File: src/rtl/core/rac_pkg.sv
// ----------------------------------------------------------------------------
// rac_pkg
// Shared types and constants of the RGBA alpha compositor pipeline.
// ----------------------------------------------------------------------------
package rac_pkg;

  localparam int CH_W        = 8;
  localparam int PROD_W      = 2 * CH_W;
  localparam int DEN_W       = 16;
  localparam int NUM_W       = 24;
  localparam int PIX_N       = 4;
  localparam int COLOR_N     = 3;
  localparam int DIV_STEPS   = CH_W;
  localparam int RECIP_W     = 32;
  localparam int RECIP_SHIFT = 23;

  localparam logic [CH_W-1:0]   CH_MAX    = 8'd255;
  // ceil(2^23 / 255): exact x/255 for every x below 2^16
  localparam logic [PROD_W-1:0] RECIP_255 = 16'd32897;

  typedef enum logic [1:0] {
    MODE_PREMUL         = 2'd0,
    MODE_STRAIGHT       = 2'd1,
    MODE_REPLACE        = 2'd2,
    MODE_REPLACE_OPAQUE = 2'd3
  } blend_mode_e;

  typedef logic [CH_W-1:0]   ch_t;
  typedef logic [PROD_W-1:0] prod_t;
  typedef logic [NUM_W-1:0]  num_t;
  typedef logic [DEN_W-1:0]  den_t;

  // lane 0 is alpha, lanes 1..3 are red, green, blue
  typedef ch_t [PIX_N-1:0] pix_t;

  // result parts that bypass the divider
  typedef struct packed {
    blend_mode_e mode;
    pix_t        pre;
    ch_t         alpha;
    logic        den_zero;
  } side_t;

endpackage

File: src/rtl/core/rac_mul_front.sv
// ----------------------------------------------------------------------------
// rac_mul_front
// Three register stages: channel products, reciprocal scaling and weighted
// sums. Produces the straight-over numerators and coverage for the divider
// and the finished result of every other blend.
// ----------------------------------------------------------------------------
module rac_mul_front (
  input  logic                                   clk_i,
  input  logic                                   rst_ni,
  input  logic                                   valid_i,
  input  rac_pkg::blend_mode_e                   mode_i,
  input  rac_pkg::pix_t                          front_i,
  input  rac_pkg::pix_t                          back_i,
  output logic                                   valid_o,
  output rac_pkg::num_t [rac_pkg::COLOR_N-1:0]   num_o,
  output rac_pkg::den_t                          den_o,
  output rac_pkg::side_t                         side_o
);

  // stage 1: plain 8x8 products
  rac_pkg::ch_t                            inv0;
  rac_pkg::prod_t [rac_pkg::PIX_N-1:0]     bprod0;
  rac_pkg::prod_t [rac_pkg::COLOR_N-1:0]   fcfa0;
  rac_pkg::prod_t [rac_pkg::COLOR_N-1:0]   bcba0;

  logic                                    s1_vld_q;
  rac_pkg::blend_mode_e                    s1_mode_q;
  rac_pkg::pix_t                           s1_front_q;
  rac_pkg::pix_t                           s1_back_q;
  rac_pkg::ch_t                            s1_inv_q;
  rac_pkg::prod_t [rac_pkg::PIX_N-1:0]     s1_bprod_q;
  rac_pkg::prod_t [rac_pkg::COLOR_N-1:0]   s1_fcfa_q;
  rac_pkg::prod_t [rac_pkg::COLOR_N-1:0]   s1_bcba_q;

  // stage 2: divide by 255 via reciprocal, coverage, numerator terms
  logic [rac_pkg::RECIP_W-1:0]             pq1 [rac_pkg::PIX_N];
  rac_pkg::den_t                           den1;
  rac_pkg::num_t [rac_pkg::COLOR_N-1:0]    fterm1;
  rac_pkg::num_t [rac_pkg::COLOR_N-1:0]    bterm1;

  logic                                    s2_vld_q;
  rac_pkg::blend_mode_e                    s2_mode_q;
  rac_pkg::pix_t                           s2_front_q;
  rac_pkg::pix_t                           s2_back_q;
  rac_pkg::pix_t                           s2_pq_q;
  rac_pkg::den_t                           s2_den_q;
  rac_pkg::num_t [rac_pkg::COLOR_N-1:0]    s2_fterm_q;
  rac_pkg::num_t [rac_pkg::COLOR_N-1:0]    s2_bterm_q;

  // stage 3: sums, straight alpha and the non-divided results
  logic [rac_pkg::RECIP_W-1:0]             ap2;
  rac_pkg::num_t [rac_pkg::COLOR_N-1:0]    num2;
  rac_pkg::side_t                          side2;
  logic [rac_pkg::CH_W:0]                  sum2;

  logic                                    s3_vld_q;
  rac_pkg::num_t [rac_pkg::COLOR_N-1:0]    s3_num_q;
  rac_pkg::den_t                           s3_den_q;
  rac_pkg::side_t                          s3_side_q;

  always_comb begin
    inv0 = rac_pkg::CH_MAX - front_i[0];
    for (int k = 0; k < rac_pkg::PIX_N; k++) begin
      bprod0[k] = rac_pkg::PROD_W'(back_i[k]) * rac_pkg::PROD_W'(inv0);
    end
    for (int c = 0; c < rac_pkg::COLOR_N; c++) begin
      fcfa0[c] = rac_pkg::PROD_W'(front_i[c+1]) * rac_pkg::PROD_W'(front_i[0]);
      bcba0[c] = rac_pkg::PROD_W'(back_i[c+1]) * rac_pkg::PROD_W'(back_i[0]);
    end
  end

  always_comb begin
    for (int k = 0; k < rac_pkg::PIX_N; k++) begin
      pq1[k] = rac_pkg::RECIP_W'(s1_bprod_q[k]) * rac_pkg::RECIP_W'(rac_pkg::RECIP_255);
    end
    // fa*255 + ba*(255-fa), never above 65025
    den1 = ({s1_front_q[0], 8'd0} - {8'd0, s1_front_q[0]}) + s1_bprod_q[0];
    for (int c = 0; c < rac_pkg::COLOR_N; c++) begin
      fterm1[c] = {s1_fcfa_q[c], 8'd0} - rac_pkg::NUM_W'(s1_fcfa_q[c]);
      bterm1[c] = rac_pkg::NUM_W'(s1_bcba_q[c]) * rac_pkg::NUM_W'(s1_inv_q);
    end
  end

  always_comb begin
    ap2 = rac_pkg::RECIP_W'(s2_den_q) * rac_pkg::RECIP_W'(rac_pkg::RECIP_255);
    sum2 = '0;
    for (int c = 0; c < rac_pkg::COLOR_N; c++) begin
      num2[c] = s2_fterm_q[c] + s2_bterm_q[c];
    end
    side2.mode     = s2_mode_q;
    side2.alpha    = ap2[rac_pkg::RECIP_SHIFT+rac_pkg::CH_W-1:rac_pkg::RECIP_SHIFT];
    side2.den_zero = (s2_den_q == '0);
    side2.pre      = s2_front_q;
    case (s2_mode_q)
      rac_pkg::MODE_PREMUL: begin
        for (int k = 0; k < rac_pkg::PIX_N; k++) begin
          sum2 = {1'b0, s2_front_q[k]} + {1'b0, s2_pq_q[k]};
          side2.pre[k] = sum2[rac_pkg::CH_W] ? rac_pkg::CH_MAX : sum2[rac_pkg::CH_W-1:0];
        end
      end
      rac_pkg::MODE_REPLACE_OPAQUE: begin
        // fall back to the background where the overlay is fully transparent
        side2.pre = (s2_front_q[0] != '0) ? s2_front_q : s2_back_q;
      end
      default: begin
        side2.pre = s2_front_q;
      end
    endcase
  end

  always_ff @(posedge clk_i or negedge rst_ni) begin
    if (!rst_ni) begin
      s1_vld_q <= 1'b0;
      s2_vld_q <= 1'b0;
      s3_vld_q <= 1'b0;
    end else begin
      s1_vld_q <= valid_i;
      s2_vld_q <= s1_vld_q;
      s3_vld_q <= s2_vld_q;
    end
  end

  always_ff @(posedge clk_i) begin
    s1_mode_q  <= mode_i;
    s1_front_q <= front_i;
    s1_back_q  <= back_i;
    s1_inv_q   <= inv0;
    s1_bprod_q <= bprod0;
    s1_fcfa_q  <= fcfa0;
    s1_bcba_q  <= bcba0;

    s2_mode_q  <= s1_mode_q;
    s2_front_q <= s1_front_q;
    s2_back_q  <= s1_back_q;
    for (int k = 0; k < rac_pkg::PIX_N; k++) begin
      s2_pq_q[k] <= pq1[k][rac_pkg::RECIP_SHIFT+rac_pkg::CH_W-1:rac_pkg::RECIP_SHIFT];
    end
    s2_den_q   <= den1;
    s2_fterm_q <= fterm1;
    s2_bterm_q <= bterm1;

    s3_num_q  <= num2;
    s3_den_q  <= s2_den_q;
    s3_side_q <= side2;
  end

  assign valid_o = s3_vld_q;
  assign num_o   = s3_num_q;
  assign den_o   = s3_den_q;
  assign side_o  = s3_side_q;

endmodule

File: src/rtl/core/rac_div_pipe.sv
// ----------------------------------------------------------------------------
// rac_div_pipe
// Pipelined restoring divider, one quotient bit per stage, three color lanes
// sharing one divisor. The numerator is below 256 times the divisor, so the
// quotient always fits in one channel.
// ----------------------------------------------------------------------------
module rac_div_pipe (
  input  logic                                   clk_i,
  input  logic                                   rst_ni,
  input  logic                                   valid_i,
  input  rac_pkg::num_t [rac_pkg::COLOR_N-1:0]   num_i,
  input  rac_pkg::den_t                          den_i,
  input  rac_pkg::side_t                         side_i,
  output logic                                   valid_o,
  output rac_pkg::ch_t [rac_pkg::COLOR_N-1:0]    quo_o,
  output rac_pkg::side_t                         side_o
);

  logic [rac_pkg::DIV_STEPS-1:0]          vld_q;
  rac_pkg::num_t [rac_pkg::COLOR_N-1:0]   rem_q  [rac_pkg::DIV_STEPS];
  rac_pkg::ch_t  [rac_pkg::COLOR_N-1:0]   quo_q  [rac_pkg::DIV_STEPS];
  rac_pkg::den_t                          den_q  [rac_pkg::DIV_STEPS];
  rac_pkg::side_t                         side_q [rac_pkg::DIV_STEPS];

  logic [rac_pkg::DIV_STEPS-1:0]          vld_src;
  rac_pkg::num_t [rac_pkg::COLOR_N-1:0]   rem_src  [rac_pkg::DIV_STEPS];
  rac_pkg::ch_t  [rac_pkg::COLOR_N-1:0]   quo_src  [rac_pkg::DIV_STEPS];
  rac_pkg::den_t                          den_src  [rac_pkg::DIV_STEPS];
  rac_pkg::side_t                         side_src [rac_pkg::DIV_STEPS];

  rac_pkg::num_t [rac_pkg::COLOR_N-1:0]   rem_d [rac_pkg::DIV_STEPS];
  rac_pkg::ch_t  [rac_pkg::COLOR_N-1:0]   quo_d [rac_pkg::DIV_STEPS];

  always_comb begin
    vld_src[0]  = valid_i;
    rem_src[0]  = num_i;
    quo_src[0]  = '0;
    den_src[0]  = den_i;
    side_src[0] = side_i;
    for (int s = 1; s < rac_pkg::DIV_STEPS; s++) begin
      vld_src[s]  = vld_q[s-1];
      rem_src[s]  = rem_q[s-1];
      quo_src[s]  = quo_q[s-1];
      den_src[s]  = den_q[s-1];
      side_src[s] = side_q[s-1];
    end
  end

  // one trial subtraction per stage, most significant quotient bit first
  always_comb begin
    rac_pkg::num_t trial;
    for (int s = 0; s < rac_pkg::DIV_STEPS; s++) begin
      trial = rac_pkg::NUM_W'(den_src[s]) << (rac_pkg::DIV_STEPS - 1 - s);
      for (int c = 0; c < rac_pkg::COLOR_N; c++) begin
        if (rem_src[s][c] >= trial) begin
          rem_d[s][c] = rem_src[s][c] - trial;
          quo_d[s][c] = {quo_src[s][c][rac_pkg::CH_W-2:0], 1'b1};
        end else begin
          rem_d[s][c] = rem_src[s][c];
          quo_d[s][c] = {quo_src[s][c][rac_pkg::CH_W-2:0], 1'b0};
        end
      end
    end
  end

  always_ff @(posedge clk_i or negedge rst_ni) begin
    if (!rst_ni) begin
      vld_q <= '0;
    end else begin
      vld_q <= vld_src;
    end
  end

  always_ff @(posedge clk_i) begin
    for (int s = 0; s < rac_pkg::DIV_STEPS; s++) begin
      rem_q[s]  <= rem_d[s];
      quo_q[s]  <= quo_d[s];
      den_q[s]  <= den_src[s];
      side_q[s] <= side_src[s];
    end
  end

  assign valid_o = vld_q[rac_pkg::DIV_STEPS-1];
  assign quo_o   = quo_q[rac_pkg::DIV_STEPS-1];
  assign side_o  = side_q[rac_pkg::DIV_STEPS-1];

endmodule

File: src/rtl/core/rgba_alpha_compositor.sv
// ----------------------------------------------------------------------------
// rgba_alpha_compositor
// Throughput one pixel per cycle; each pixel passes the 3-stage multiply
// front end, the 8-stage divider and the output register.
// busy is always low; the output strobe cannot be held off.
// Reset clears all valid bits and selects premultiplied over.
// ----------------------------------------------------------------------------
module rgba_alpha_compositor (
  input  logic       clk_i,
  input  logic       rst_ni,
  input  logic       start,
  output logic       busy,
  input  logic [7:0] back_a_i,
  input  logic [7:0] back_r_i,
  input  logic [7:0] back_g_i,
  input  logic [7:0] back_b_i,
  input  logic [7:0] front_a_i,
  input  logic [7:0] front_r_i,
  input  logic [7:0] front_g_i,
  input  logic [7:0] front_b_i,
  input  logic       cfg_valid_i,
  output logic       cfg_ready_o,
  input  logic [1:0] cfg_data_i,
  output logic       out_valid_o,
  output logic [7:0] out_a_o,
  output logic [7:0] out_r_o,
  output logic [7:0] out_g_o,
  output logic [7:0] out_b_o
);

  rac_pkg::blend_mode_e                   blend_mode_q;
  rac_pkg::pix_t                          front;
  rac_pkg::pix_t                          back;
  logic                                   accept;

  logic                                   fe_vld;
  rac_pkg::num_t [rac_pkg::COLOR_N-1:0]   fe_num;
  rac_pkg::den_t                          fe_den;
  rac_pkg::side_t                         fe_side;

  logic                                   dv_vld;
  rac_pkg::ch_t  [rac_pkg::COLOR_N-1:0]   dv_quo;
  rac_pkg::side_t                         dv_side;

  rac_pkg::pix_t                          out_d;
  rac_pkg::pix_t                          out_q;
  logic                                   out_valid_q;

  assign busy        = 1'b0;
  assign cfg_ready_o = 1'b1;
  assign accept      = start & ~busy;

  assign front = {front_b_i, front_g_i, front_r_i, front_a_i};
  assign back  = {back_b_i, back_g_i, back_r_i, back_a_i};

  always_ff @(posedge clk_i or negedge rst_ni) begin
    if (!rst_ni) begin
      blend_mode_q <= rac_pkg::MODE_PREMUL;
    end else if (cfg_valid_i && cfg_ready_o) begin
      blend_mode_q <= rac_pkg::blend_mode_e'(cfg_data_i);
    end
  end

  rac_mul_front u_front (
    .clk_i   (clk_i),
    .rst_ni  (rst_ni),
    .valid_i (accept),
    .mode_i  (blend_mode_q),
    .front_i (front),
    .back_i  (back),
    .valid_o (fe_vld),
    .num_o   (fe_num),
    .den_o   (fe_den),
    .side_o  (fe_side)
  );

  rac_div_pipe u_div (
    .clk_i   (clk_i),
    .rst_ni  (rst_ni),
    .valid_i (fe_vld),
    .num_i   (fe_num),
    .den_i   (fe_den),
    .side_i  (fe_side),
    .valid_o (dv_vld),
    .quo_o   (dv_quo),
    .side_o  (dv_side)
  );

  always_comb begin
    out_d = dv_side.pre;
    if (dv_side.mode == rac_pkg::MODE_STRAIGHT) begin
      out_d[0] = dv_side.alpha;
      for (int c = 0; c < rac_pkg::COLOR_N; c++) begin
        // zero coverage: drop the color
        out_d[c+1] = dv_side.den_zero ? '0 : dv_quo[c];
      end
    end
  end

  always_ff @(posedge clk_i or negedge rst_ni) begin
    if (!rst_ni) begin
      out_valid_q <= 1'b0;
    end else begin
      out_valid_q <= dv_vld;
    end
  end

  always_ff @(posedge clk_i) begin
    out_q <= out_d;
  end

  assign out_valid_o = out_valid_q;
  assign out_a_o     = out_q[0];
  assign out_r_o     = out_q[1];
  assign out_g_o     = out_q[2];
  assign out_b_o     = out_q[3];

endmodule

File: config.mk
export PLATFORM = sky130hd
export DESIGN_NAME = rgba_alpha_compositor
export DESIGN_NICKNAME = d
export VERILOG_FILES = /design/src/rtl/core/rac_pkg.sv /design/src/rtl/core/rac_mul_front.sv /design/src/rtl/core/rac_div_pipe.sv /design/src/rtl/core/rgba_alpha_compositor.sv
export SDC_FILE = /design/constraint.sdc
export NUM_CORES = 2
export LEC_CHECK = 0
export ABC_CLOCK_PERIOD_IN_PS = 12800
export BUFFER_PORTS_ARGS = -buffer_cell sky130_fd_sc_hd__buf_2
export CAP_MARGIN = 20
export CORE_MARGIN = 5
export CORE_UTILIZATION = 30
export CTS_CLUSTER_DIAMETER = 30
export DETAILED_ROUTE_END_ITERATION = 12
export PLACE_DENSITY = 0.43
export SKIP_LAST_GASP = 1
export SYNTH_ARGS = -nofsm -noshare
export SYNTH_HDL_FRONTEND = slang
export SYNTH_SLANG_ARGS = --single-unit
File: constraint.sdc
create_clock -name clk_i -period 12.8 [get_ports clk_i]
set_input_delay 1.92 -clock clk_i [delete_from_list [all_inputs] [get_ports clk_i]]
set_output_delay 1.92 -clock clk_i [all_outputs]
set_load 0.01 [all_outputs]
==> flow_summary.yaml <==
global_route:
  grt_remaining_overflow: 0
  antenna_found_initial: 43
  grt_max_degree: 57
  grt_use_met1_pct: 21.52
  grt_usage_pct: 16.58
  grt_pass1_vias: 76080
  busiest_layer: "met2"
  grt.met3_usage_pct: 2.514
  grt_pass1_wl_um: 458600
  met2_usage_pct: 28.24
sta:
  finalHoldViolations: 0
  setup_viol: 0
  finalCritPeriodShare_pct: 50.67
  tightestPinTransition_ns: 1.048
  period_needed_ns: 6.485
  fin_skew_ns: 0.07814
  rsz0062_at_grt: "no"
  slew_violations: 0
  tns_ns: 0
  hold_slack_ns: 0.2679
  slew_headroom_pct: 30.16
  fmax_mhz: 154.2
die:
  die_h_um: 596.5
  fp-row-count: 215
  ioPinCount: 105
  dieWidth_um: 596.5
  start_util_pct: 30.11
  core_area_sq_um: 342700
  die_area_sq_um: 355800
finish:
  final_cell_mix: "dfxtp_1, ha_1, inv_1, nand2_1, fa_1"
  layout.nets: 13040
  drive_gt1_share_pct: 8.279
  area_growth_pct: 18.06
  post-route-util_pct: 35.55
  final_common_cell: "dfxtp_1"
cts:
  cts_tree: "yes"
  clk_pin_slew_ns: 0.06
  ctsHoldBuffers: 0
  htreeDepth: 5
  clock_sinks: 1737
  insertion_delay_ns: 0.92
  postCtsSetupRepairBufs: 0
  ctsResizeCount: 0
  cts_root_buf: "clkbuf_16"
  clock_tree.buffer_depth: 4
  numCtsBuffers: 361
worst_setup_path:
  worst_setup_path_start_kind: "primary input"
  max_stage_delay_ns: 0.77
  path_cells: "buf_2, buf_4, clkinv_1, nand2_1, fa_1, fa_1, inv_1, fa_1, fa_1, ha_1, a21boi_0, o311a_1, o21a_1, o21a_1, o41a_1, xor2_1"
  cp_slowest_cell: "clkinv_1"
  end_kind: "flop"
  critPathMaxFanout: 41
  arrival_ns: 7.23
  cp_common_cell: "fa_1"
  required_ns: 13.55
  crit_type: "in -> reg"
detailed_routing:
  vias: 74100
  drc: 0
  first_pass_iters: 7
  totalWireLength_um: 301200
  vias_per_cell: 4.668
  ant_nets: 0
  drt-initial-drc-count: 3760
  wl_per_cell_um: 18.97
placed_design:
  hpwlAfterDp_um: 239000
  port_buffers: 102
  gp_congestion: 0.8384
synthesis:
  synth_top_area_share_pct: 33.43
  yosys_warnings: 0
  synthTopCellsByArea: "dfxtp_1, ha_1, fa_1"
  synth_cells: 10720
  synth_area_sq_um: 103200
  ys.flop_type: "dfxtp_1"
  synth_fp_nets: 12780
  synth-seq-cells: 1737
  ys_types: 84
  ys_seq_area_share_pct: 33.77
  avgSynthCellArea_sq_um: 9.630
  synth_edf_count: 0
  synth-async-reset-ratio_pct: 0.8060
  yosysTopAreaCell: "dfxtp_1"
min_path:
  min_path_type: "reg -> reg"
run:
  cap_violations: 0
status:
  run_status: "complete, no violations"
## synth_stat cells (159+ instances only)
cell type,instances
nor2_1,514
nor2b_1,266
nand2_1,871
o21ai_0,518
a21o_1,235
inv_1,1186
dfxtp_1,1723
xor2_1,215
and2_1,537
xnor2_1,438
nor3_1,159
clkbuf_1,228
a21oi_1,520
ha_1,1355
fa_1,641
## cells by family after synthesis
logic type / after synthesis / share of synthesized area, %
and+or+nand+nor: 2927 / 14.18
adders and majority gates: 1996 / 28.87
AOI/OAI and AO/OA: 1867 / 11.38
DFF: 1737 / 33.77
buffers and inverters: 1440 / 5.270
xor gates and xnor gates: 653 / 5.543
muxes: 93 / 0.9907
other: 2 / 0.007278
## layout make-up
type                            count  area, sq um
Antenna cell                       34        85.08
Clock buffer                      422         9718
Clock inverter                    251         3223
Fill cell                       34480       220900
Inverter                         1193         4478
Multi-Input combinational cell   7538        62970
Sequential cell                  1737        34840
Tap cell                         4557         5702
Timing Repair Buffer              141        810.8
## sequential cells by signal (all words and copies together), names as in the netlist, 32 cells and up
signal and cells:
u_front.s1_bprod_q 64, u_div.side_q 344, u_div.rem_q 504, u_front.num_o 72
u_div.quo_q 108, u_front.s2_bterm_q 72, u_front.s1_back_q 32, u_front.s2_front_q 32
u_front.s2_fterm_q 72, u_front.s2_back_q 32, u_front.side_o 43, u_front.s1_front_q 32
u_div.den_q 112, u_front.s1_bcba_q 48, u_front.s1_fcfa_q 48, u_front.s2_pq_q 32
## critical path: cells and delay by family
family	cells	cell delay, ns
buffers and inverters	4	1.41
XOR/XNOR	1	0.15
AND/OR/NAND/NOR	1	0.27
AO/OA/AOI/OAI	5	1.18
adder cells (fa/ha/maj)	5	2.27
## metal layers
| layer | share of wire, % | up-vias |
|---|---|---|
| met5 | 0.043 | - |
| met4 | 3.0 | 22 |
| met3 | 3.9 | 455 |
| met2 | 48 | 1270 |
| li1 | - | 36520 |
| met1 | 45 | 35840 |
## stage by stage
step	area [sq um]	cells	worst slack (ns)
after detailed placement	108800	15170	5.468
after global routing	121800	15860	6.062
final	121800	15870	6.315
after CTS	121700	15840	6.359
after global placement	108800	15170	5.379
after floorplan	103200	10720	6.576
## path summary, 6_finish.rpt
path	start	slack [ns]	to	depth (start not counted)
max in group asynchronous	rst_ni	11.63	u_div.vld_q[0]	1
min	u_div.quo_q[0][0]	0.27	u_div.quo_q[0][25]	0
min in group asynchronous	rst_ni	0.89	out_valid_o	1
min reg2reg	u_div.quo_q[0][0]	0.27	u_div.quo_q[0][25]	0
max reg2reg	u_front.s1_inv_q[2]	6.88	u_front.s2_bterm_q[70]	18
max	front_a_i[3]	6.31	u_front.s1_bprod_q[46]	16
Power is left out: the tool's default activity adds up to more than one toggle a clock period on the data nets, which glitch-free logic cannot reach.
